===== src/hdl/sssd_pkg.sv =====
`timescale 1ns / 1ps
// ----------------------------------------------------------------------------
// sssd_pkg
// Shared types, opcodes and glyph table for the seven-segment scan driver.
// ----------------------------------------------------------------------------
package sssd_pkg;

   localparam int unsigned DIGITS_DEFAULT = 4;
   localparam int unsigned MAX_DIGITS     = 8;
   localparam int unsigned SEL_W          = 4;

   localparam logic [7:0] GLYPH_ZERO    = 8'hC0;
   localparam logic [7:0] GLYPH_BLANK   = 8'hFF;
   localparam logic [7:0] DOT_KEEP_MASK = 8'h7F;

   localparam logic [7:0] HEX_GLYPH [16] = '{
      8'hC0, 8'hF9, 8'hA4, 8'hB0, 8'h99, 8'h92, 8'h82, 8'hF8,
      8'h80, 8'h90, 8'h88, 8'h83, 8'hC6, 8'hA1, 8'h86, 8'h8E
   };

   typedef enum logic [1:0] {
      OP_TICK    = 2'd0,
      OP_SHOW4   = 2'd1,
      OP_SHOW3   = 2'd2,
      OP_SET_DOT = 2'd3
   } op_type;

   typedef struct packed {
      logic [6:0] thousands;
      logic [9:0] hundreds_all;
      logic [3:0] hundreds;
      logic [3:0] tens;
      logic [3:0] units;
   } split_type;

   typedef struct packed {
      logic   fire;
      op_type op;
   } cmd_type;

   function automatic logic [7:0] glyph_of(logic [7:0] code);
      logic [7:0] g;
      g = GLYPH_BLANK;
      if (code < 8'd16) begin
         g = HEX_GLYPH[code[3:0]];
      end
      return g;
   endfunction

endpackage


===== src/hdl/sssd_split.sv =====
`timescale 1ns / 1ps
// ----------------------------------------------------------------------------
// sssd_split
// Decimal split of a 16-bit value by reciprocal multiplication.
// ----------------------------------------------------------------------------
module sssd_split (
   input  logic [15:0]          value,
   output sssd_pkg::split_type  split
);
   import sssd_pkg::*;

   localparam logic [16:0] RECIP_1000 = 17'd67109;
   localparam logic [17:0] RECIP_100  = 18'd167773;
   localparam logic [15:0] RECIP_10   = 16'd52429;

   logic [32:0] prod_1000;
   logic [33:0] prod_100;
   logic [31:0] prod_10;
   logic [6:0]  q1000;
   logic [9:0]  q100;
   logic [12:0] q10;
   logic [9:0]  rem_100;
   logic [12:0] rem_10;
   logic [15:0] rem_1;

   assign prod_1000 = 33'(value) * 33'(RECIP_1000);
   assign prod_100  = 34'(value) * 34'(RECIP_100);
   assign prod_10   = 32'(value) * 32'(RECIP_10);

   assign q1000 = prod_1000[32:26];
   assign q100  = prod_100[33:24];
   assign q10   = prod_10[31:19];

   assign rem_100 = q100  - (10'({q1000, 3'b000}) + 10'({q1000, 1'b0}));
   assign rem_10  = q10   - (13'({q100, 3'b000}) + 13'({q100, 1'b0}));
   assign rem_1   = value - ({q10, 3'b000} + 16'({q10, 1'b0}));

   assign split.thousands    = q1000;
   assign split.hundreds_all = q100;
   assign split.hundreds     = rem_100[3:0];
   assign split.tens         = rem_10[3:0];
   assign split.units        = rem_1[3:0];

endmodule


===== src/hdl/sssd_display.sv =====
`timescale 1ns / 1ps
// ----------------------------------------------------------------------------
// sssd_display
// Glyph store, dot tracking and scan counter; forms one digit beat per tick.
// ----------------------------------------------------------------------------
module sssd_display #(
   parameter int unsigned DIGITS = sssd_pkg::DIGITS_DEFAULT
) (
   input  logic                        clock,
   input  logic                        reset,
   input  sssd_pkg::cmd_type           cmd,
   input  logic [7:0]                  dot_arg,
   input  sssd_pkg::split_type         split,
   output logic [7:0]                  seg,
   output logic [sssd_pkg::SEL_W-1:0]  sel
);
   import sssd_pkg::*;

   localparam int unsigned IDX_W = (DIGITS > 1) ? $clog2(DIGITS) : 1;

   logic [7:0]       glyph_ff   [DIGITS];
   logic [7:0]       glyph_in   [DIGITS];
   logic [7:0]       tick_glyph [DIGITS];
   logic [7:0]       dot_ff;
   logic [7:0]       dot_in;
   logic             prev_valid_ff;
   logic             prev_valid_in;
   logic [IDX_W-1:0] prev_idx_ff;
   logic [IDX_W-1:0] prev_idx_in;
   logic [IDX_W-1:0] scan_idx_ff;
   logic [IDX_W-1:0] scan_idx_in;
   logic             dot_ok;
   logic [7:0]       show4_code [MAX_DIGITS];
   logic [7:0]       show3_code [MAX_DIGITS];

   assign dot_ok = (dot_ff < 8'(DIGITS));

   always_comb begin
      for (int i = 0; i < MAX_DIGITS; i++) begin
         show4_code[i] = '0;
         show3_code[i] = '0;
      end
      show4_code[0] = {1'b0, split.thousands};
      show4_code[1] = {4'b0000, split.hundreds};
      show4_code[2] = {4'b0000, split.tens};
      show4_code[3] = {4'b0000, split.units};
      show3_code[0] = split.hundreds_all[7:0];
      show3_code[1] = {4'b0000, split.tens};
      show3_code[2] = {4'b0000, split.units};
   end

   // restore the old dot, then clear the current one
   always_comb begin
      for (int i = 0; i < DIGITS; i++) begin
         tick_glyph[i] = glyph_ff[i];
         if (prev_valid_ff && (prev_idx_ff == IDX_W'(i))) begin
            tick_glyph[i] = tick_glyph[i] | ~DOT_KEEP_MASK;
         end
         if (dot_ok && (dot_ff == 8'(i))) begin
            tick_glyph[i] = tick_glyph[i] & DOT_KEEP_MASK;
         end
      end
   end

   always_comb begin
      seg = tick_glyph[scan_idx_ff];
      sel = '1;
      if (32'(scan_idx_ff) < 32'(SEL_W)) begin
         sel = ~(SEL_W'(1) << scan_idx_ff);
      end
   end

   always_comb begin
      for (int i = 0; i < DIGITS; i++) begin
         glyph_in[i] = glyph_ff[i];
      end
      dot_in        = dot_ff;
      prev_valid_in = prev_valid_ff;
      prev_idx_in   = prev_idx_ff;
      scan_idx_in   = scan_idx_ff;
      if (cmd.fire) begin
         unique case (cmd.op)
            OP_TICK: begin
               for (int i = 0; i < DIGITS; i++) begin
                  glyph_in[i] = tick_glyph[i];
               end
               if (dot_ok) begin
                  prev_valid_in = 1'b1;
                  prev_idx_in   = dot_ff[IDX_W-1:0];
               end
               if (scan_idx_ff == IDX_W'(DIGITS - 1)) begin
                  scan_idx_in = '0;
               end else begin
                  scan_idx_in = scan_idx_ff + IDX_W'(1);
               end
            end
            OP_SHOW4: begin
               for (int i = 0; i < DIGITS; i++) begin
                  if (i < 4) begin
                     glyph_in[i] = glyph_of(show4_code[i]);
                  end
               end
            end
            OP_SHOW3: begin
               for (int i = 0; i < DIGITS; i++) begin
                  if (i < 3) begin
                     glyph_in[i] = glyph_of(show3_code[i]);
                  end
               end
            end
            OP_SET_DOT: begin
               dot_in = dot_arg;
            end
            default: begin
               dot_in = dot_ff;
            end
         endcase
      end
   end

   always_ff @(posedge clock) begin
      if (reset) begin
         for (int i = 0; i < DIGITS; i++) begin
            glyph_ff[i] <= GLYPH_ZERO;
         end
         dot_ff        <= 8'(DIGITS);
         prev_valid_ff <= 1'b0;
         prev_idx_ff   <= '0;
         scan_idx_ff   <= '0;
      end else begin
         for (int i = 0; i < DIGITS; i++) begin
            glyph_ff[i] <= glyph_in[i];
         end
         dot_ff        <= dot_in;
         prev_valid_ff <= prev_valid_in;
         prev_idx_ff   <= prev_idx_in;
         scan_idx_ff   <= scan_idx_in;
      end
   end

   a_scan_in_range: assert property (@(posedge clock) disable iff (reset)
      scan_idx_ff <= IDX_W'(DIGITS - 1))
      else $error("scan index beyond last digit");

   a_prev_in_range: assert property (@(posedge clock) disable iff (reset)
      prev_valid_ff |-> (prev_idx_ff <= IDX_W'(DIGITS - 1)))
      else $error("previous dot beyond last digit");

endmodule


===== src/hdl/seven_segment_scan_driver.sv =====
`timescale 1ns / 1ps
// ----------------------------------------------------------------------------
// seven_segment_scan_driver
// Multiplexed seven-segment driver: decimal writes, dot placement and
// scan ticks, one digit beat out per tick.
//
//   channel  dir  fields (low bit first)
//   req      in   tuser: op[1:0]; tdata: value[15:0]
//   rsp      out  tdata: seg_pattern[7:0], digit_select_n[11:8], zero[15:12]
//
// One beat per cycle sustained while rsp is not stalled.
// Input register, then decimal split and state update, then result register.
// Reset clears the glyphs to zero, the scan to digit 0 and the dot to none.
// A stalled result holds only ticks; writes and dot beats keep flowing.
// ----------------------------------------------------------------------------
module seven_segment_scan_driver #(
   parameter int unsigned DIGITS = sssd_pkg::DIGITS_DEFAULT
) (
   input  logic        clock,
   input  logic        reset,
   input  logic        req_tvalid,
   output logic        req_tready,
   input  logic [15:0] req_tdata,   // value[15:0]
   input  logic [1:0]  req_tuser,   // op[1:0]
   output logic        rsp_tvalid,
   input  logic        rsp_tready,
   output logic [15:0] rsp_tdata    // seg_pattern[7:0], digit_select_n[11:8], zero
);
   import sssd_pkg::*;

   logic               in_valid_ff;
   logic               in_valid_in;
   op_type             in_op_ff;
   logic [15:0]        in_value_ff;
   logic               rsp_valid_ff;
   logic               rsp_valid_in;
   logic [7:0]         rsp_seg_ff;
   logic [SEL_W-1:0]   rsp_sel_ff;
   logic               out_free;
   logic               exec_fire;
   cmd_type            cmd;
   split_type          split;
   logic [7:0]         seg;
   logic [SEL_W-1:0]   sel;

   assign out_free   = !rsp_valid_ff || rsp_tready;
   assign exec_fire  = in_valid_ff && ((in_op_ff != OP_TICK) || out_free);
   assign req_tready = !in_valid_ff || exec_fire;

   assign cmd.fire = exec_fire;
   assign cmd.op   = in_op_ff;

   sssd_split u_split (
      .value (in_value_ff),
      .split (split)
   );

   sssd_display #(
      .DIGITS (DIGITS)
   ) u_display (
      .clock   (clock),
      .reset   (reset),
      .cmd     (cmd),
      .dot_arg (in_value_ff[7:0]),
      .split   (split),
      .seg     (seg),
      .sel     (sel)
   );

   always_comb begin
      in_valid_in = in_valid_ff;
      if (req_tready) begin
         in_valid_in = req_tvalid;
      end
      rsp_valid_in = rsp_valid_ff;
      if (exec_fire && (in_op_ff == OP_TICK)) begin
         rsp_valid_in = 1'b1;
      end else if (rsp_tready) begin
         rsp_valid_in = 1'b0;
      end
   end

   always_ff @(posedge clock) begin
      if (reset) begin
         in_valid_ff  <= 1'b0;
         rsp_valid_ff <= 1'b0;
      end else begin
         in_valid_ff  <= in_valid_in;
         rsp_valid_ff <= rsp_valid_in;
      end
   end

   always_ff @(posedge clock) begin
      if (req_tvalid && req_tready) begin
         in_op_ff    <= op_type'(req_tuser);
         in_value_ff <= req_tdata;
      end
      if (exec_fire && (in_op_ff == OP_TICK)) begin
         rsp_seg_ff <= seg;
         rsp_sel_ff <= sel;
      end
   end

   assign rsp_tvalid = rsp_valid_ff;
   assign rsp_tdata  = {4'b0000, rsp_sel_ff, rsp_seg_ff};

   a_tick_makes_beat: assert property (@(posedge clock) disable iff (reset)
      (exec_fire && (in_op_ff == OP_TICK)) |=> rsp_valid_ff)
      else $error("tick left no result beat");

   a_write_no_beat: assert property (@(posedge clock) disable iff (reset)
      (exec_fire && (in_op_ff != OP_TICK) && !rsp_valid_ff) |=> !rsp_valid_ff)
      else $error("write produced a result beat");

   a_one_enable: assert property (@(posedge clock) disable iff (reset)
      rsp_valid_ff |-> ((DIGITS > SEL_W) || ($countones(rsp_sel_ff) == SEL_W - 1)))
      else $error("digit enables not exactly one low");

endmodule

===== config.mk =====
export PLATFORM = sky130hd
export DESIGN_NAME = seven_segment_scan_driver
export DESIGN_NICKNAME = d
export VERILOG_FILES = /design/src/hdl/sssd_pkg.sv /design/src/hdl/sssd_split.sv /design/src/hdl/sssd_display.sv /design/src/hdl/seven_segment_scan_driver.sv
export SDC_FILE = /design/constraint.sdc
export NUM_CORES = 1
export LEC_CHECK = 0
export ABC_AREA = 1
export BUFFER_PORTS_ARGS = -buffer_cell sky130_fd_sc_hd__buf_2
export CELL_PAD_IN_SITES_DETAIL_PLACEMENT = 1
export CELL_PAD_IN_SITES_GLOBAL_PLACEMENT = 1
export CORE_MARGIN = 2
export CORE_UTILIZATION = 25
export CTS_CLUSTER_SIZE = 20
export DETAILED_ROUTE_END_ITERATION = 6
export PLACE_DENSITY = 0.59
export SYNTH_ARGS = -nofsm -noshare
export SYNTH_HDL_FRONTEND = slang
export SYNTH_SLANG_ARGS = --single-unit

===== constraint.sdc =====
create_clock -name clock -period 20.7 [get_ports clock]
set_input_delay 4.14 -clock clock [delete_from_list [all_inputs] [get_ports clock]]
set_output_delay 4.14 -clock clock [all_outputs]
set_load 0.005 [all_outputs]

Word level (Yosys, flattened, before mapping). Memories as Yosys holds them, arrays and structs flattened. Index checks and enable logic that the tools add are counted.

Logic and storage cells: 123. Memory bits (writable): 32. Input port bits: 22. Memories: 6. ROM bits: 640. Output and inout bits: 18. Flip-flop bits (word level): 45.

Reduce and logical (&&, ||, !) cells: 24. Mux-type cells: 39. Order comparisons: 12. Bitwise operators: 11. Equality and inequality tests: 10. Add/subtract/negate cells: 7. Shift-type cells: 1. Multipliers: 3.

Memories: (no name shown) (words 16, width 8, read ports 1, clocked after memory_dff 0, write ports 0, line sssd_pkg.sv:45) `g = HEX_GLYPH[code[3:0]];`; (no name shown) (words 16, width 8, read ports 1, clocked after memory_dff 0, write ports 0, line sssd_pkg.sv:45); (no name shown) (words 16, width 8, read ports 1, clocked after memory_dff 0, write ports 0, line sssd_pkg.sv:45); (no name shown) (words 16, width 8, read ports 1, clocked after memory_dff 0, write ports 0, line sssd_pkg.sv:45); (no name shown) (words 16, width 8, read ports 1, clocked after memory_dff 0, write ports 0, line sssd_pkg.sv:45); u_display.glyph_ff (words 4, width 8, read ports 4, clocked after memory_dff 0, write ports 4, line sssd_display.sv:21) `logic [7:0] glyph_ff [DIGITS];`.

Operator list (number): 8-bit two-way mux (29); 24-bit one-hot mux with 3 select lines (1); 16-bit by 17-bit multiplier with 33-bit output (second input constant) (1); 16-bit by 18-bit multiplier with 32-bit output (second input constant) (1); 32-bit two-way mux (1); 5-bit >= comparator (second input constant) (5); 4-bit NOT with 5-bit output (5); 16-bit by 16-bit multiplier with 23-bit output (second input constant) (1); 8-bit binary-select mux with 2-bit select (1); 8-bit by 2-bit equality test with 1-bit output (second input constant) (2); 8-bit one-hot mux with 2 select lines (1); 4-bit by 5-bit less-than comparator with 1-bit output (second input constant) (3); 4-bit adder (3); 4-bit subtractor (3); 1-bit logical AND (11); 2-bit equality test (second input constant) (5); 8-bit by 1-bit equality test with 1-bit output (second input constant) (1); 8-bit zero test (1); 8-bit by 3-bit less-than comparator with 1-bit output (second input constant) (1); 8-bit by 5-bit less-than comparator with 1-bit output (second input constant) (1); 7-bit by 5-bit less-than comparator with 1-bit output (second input constant) (1); 1-bit two-way mux (5); 2-bit by 1-bit equality test with 1-bit output (second input constant) (2); 2-bit zero test (2); 12 further kinds (20).

Depth between registers and ports, before layout.
Word-level depth: 11. Gate-level depth with buffers: 37. Depth with buffers taken out: 36.

Cells and area by module. From an unflattened synthesis, not the netlist that was laid out.

Cell total of the unflattened synthesis: 2148. Area, all modules: 17279.1 sq um.

Modules (own cells, without submodules): sssd_split (seq. area each 0.0 sq um, cells an instance 1489, area an instance 12441.9 sq um, instances 1); sssd_display (seq. area each 900.9 sq um, cells an instance 609, area an instance 3788.6 sq um, instances 1); seven_segment_scan_driver (seq. area each 940.9 sq um, cells an instance 50, area an instance 1048.5 sq um, instances 1).

Worst setup path after synthesis. OpenSTA, ideal clock, no wires.

Path kind: in2out. Start: input port rsp_tready. End: output port req_tready. Buffers on the path: 0. Path slack: 12159 ps. Stages on the path: 2. Required time: 16560 ps. Arrival time: 4401 ps. Cell sequence: nor2_1 -> nand3_1.

Word-level cells in the longest chain between the ends: 4.

RTL lines: start, declared (line seven_segment_scan_driver.sv:26) `input logic rsp_tready,`; 1-bit logical OR (line seven_segment_scan_driver.sv:46) `assign out_free = !rsp_valid_ff || rsp_tready;`; 1-bit logical OR (line seven_segment_scan_driver.sv:47) `assign exec_fire = in_valid_ff && ((in_op_ff != OP_TICK) || out_free);`; 1-bit logical AND (line seven_segment_scan_driver.sv:47); 1-bit logical OR (line seven_segment_scan_driver.sv:48) `assign req_tready = !in_valid_ff || exec_fire;`; end, declared (line seven_segment_scan_driver.sv:22) `output logic req_tready,`.

No other way between the ends.

Worst setup path after layout. Ends and elaborated chain as after synthesis.

==> results.cfg <==
[sta]
timing.fmax_mhz = 112
skew_ps = 11.3
timing.hold.ws_ps = 475
finalCritPeriodShare_pct = 43.0
fin_crit_ps = 8910
rsz0062_at_grt = no
final_max_slew_viol_count = 0
hold_viol = 0
slew-limit-headroom_pct = 22.7
worst_pin_slew_ps = 1160
setup_viol = 0
setup_tns_ps = 0

[critical_path]
worstRegToRegCells = 33
crit_chain = buf_2 > nor2_1 > nand3_1 > buf_2
cp_data_required_time_ps = 16560
cpMostUsedCell = buf_2
crit_path_top_delay_cell = nor2_1
reg2reg_from = in_value_ff[3]$_DFFE_PP_
start_kind = input pin
reg2reg_to = u_display.glyph_ff[1][0]$_SDFFE_PP0P_
r2r_setup_slack_ps = 12900
cpPeakStageDelay_ps = 210
endpoint_kind = primary output
crit_arrival_ps = 4770
path_class = input pin to primary output
cp_max_fo = 3

[cells_and_area]
final_cells = 3192
syn_to_final_growth_pct = 9.28
antenna_cells = 0
nNetsFinal = 2842
drive_gt1_share_pct = 5.71
utilization_pct = 27.7

[flow_run]
max_cap_viol_count = 0

[global_route]
grt_max_degree = 39
grt_pass1_vias = 15900
grt_usage_pct = 16.0
grt_pass1_wl_mm = 89.0
grt_overflow = 0
antenna_found_initial = 0

[route]
drt_iter0_drc = 646
vias_per_cell = 4.51
drt_pre_antenna_iters = 5
antenna_left = 0
num_vias = 14400
routed_wirelength_mm = 55.2
route.detailed.drc = 0
wl_per_cell_um = 17.3

[placement]
dp_hpwl_mm = 47.5
gp_congestion = 0.869
dp.cells = 3176
portBuffers = 35

[logic_synthesis]
syn_area_per_cell_um2 = 7.86
synth-xor-area-share_pct = 0.552
synthTopCellsByArea = ha_1 (26%), fa_1 (23%), inv_1 (11%)
async_reset_ff_share_pct = 0
synth.top_cell.area_share_pct = 25.9
netlist_area_mm2 = 0.0174
synth_cells = 2218
seq_area_frac_synth_pct = 10.6
ys_types = 47
yosys_warnings = 0
synth.mux.area_fraction_pct = 0
ys_top_cells_by_count = inv_1 (523), nand2_1 (433), ha_1 (361)
synth.most_common_cell = inv_1
synth_top_area_cell = ha_1
synth_edf_count = 30
synth_top_flop_cell = dfxtp_1
ys_seq_elements = 77
synth-compound-area-share_pct = 7.61
synth_top_family_by_area = adder cells
synth_adder_area_share_pct = 49.2
yosys.area_share.simple_pct = 19.8

[clock_network]
holdBufCountCts = 0
clk_latency_ps = 370
cts.repair.resized = 0
cts_sinks = 77
cts_buffers = 9
cts_tree = done
clockBufferDepth = 2
clk_pin_slew_worst_paths_ps = 70
root_buffer = clkbuf_16
post_cts_buffers = 0
cts_htree_levels = 3

[floorplan]
die_w_um = 268
pin_count = 40
initial_core_util_pct = 25.3
coreArea_mm2 = 0.0688
num_rows = 96
chipHeight_um = 268
die_area_mm2 = 0.0719

[min_path]
hold_path.class = flip-flop to flip-flop
hold_start = u_display.glyph_ff[3][3]$_SDFFE_PP0P_
min_to = u_display.glyph_ff[3][3]$_SDFFE_PP0P_
min_path_cells = 2

[status]
status = finished, final reports clean
-- metrics by stage --
step	instance area, um^2	setup slack [ps]
3_3_place_gp	18800	11710
6_report	19100	11790
2_1_floorplan	17500	12160
5_1_grt	19100	11680
4_1_cts	19100	11730
3_5_place_dp	18800	11730
-- metal layers --
layer  vias to the layer above  global-route usage (%)  part of all wire [%]
li1                       7035                       -                     -
met1                      7160                    22.3                    49
met5                         -                       0                     0
met2                       160                    27.3                    47
met3                        33                    1.39                   2.6
met4                         0                    2.49                   1.2
-- state kept, by name, indices dropped and copies added (netlist names) --
register and count:
rsp_sel_ff 4, rsp_tvalid 1, rsp_seg_ff 8, in_valid_ff 1
in_value_ff 16, u_display.glyph_ff 32, u_display.prev_idx_ff 2, u_display.dot_ff 8
in_op_ff 2, u_display.prev_valid_ff 1, u_display.scan_idx_ff 2
-- area by class of cell --
cell class                 instances  area (um^2)
multi-input combinational       1582        13500
sequential                        77         1840
clock buffer                       9          225
inverter                         538         2020
timing repair buffer              48          273
tap                              931         1160
clock inverter                     7         63.8
fill                            8318        49800
-- cell usage in the layout, fill, tap and decap left out, drive strengths merged --
master	synthesis	layout
nor4	3	3
and2	2	2
a21boi	3	3
a221oi	1	1
o211ai	7	7
nor3	14	14
a21o	10	10
and3b	1	1
o21a	12	12
clkbuf	12	9
nand2	455	455
buf	12	48
nand3	134	134
nand4	22	22
fa	203	203
edfxtp	30	30
or2	11	11
clkinv	5	6
conb	1	4
nand3b	8	8
o32ai	3	3
a211oi	1	1
o22ai	7	7
xor2	6	6
clkinvlp	0	2
a21oi	94	94
nor2b	1	1
a31oi	7	7
o21ai	71	71
inv	533	537
dfxtp	47	47
xnor2	5	5
ha	361	361
o21bai	17	17
nor2	119	119
-- logic make-up after synthesis --
family	Yosys count
AND/OR/NAND/NOR	770
adder cells (fa/ha/maj)	564
buffers and inverters	562
AO/OA/AOI/OAI	233
flip-flops	77
XOR/XNOR	11
other	1
-- worst max-delay path: cells and delay by family --
kind / cells / cell delay, ps
simple gates: 2 / 370
buf+inv: 2 / 250
-- worst max path at each step --
stage                           from          to  depth (start not counted)  slack [ps]
after detailed placement  rsp_tready  req_tready                          4       11730
after global routing      rsp_tready  req_tready                          4       11680
after CTS                 rsp_tready  req_tready                          4       11730
final                     rsp_tready  req_tready                          4       11790
after global placement    rsp_tready  req_tready                          4       11710
after floorplan           rsp_tready  req_tready                          2       12160
Power is not shown: default switching activity piles up to over one toggle a cycle in this logic, so the estimate is an artifact.
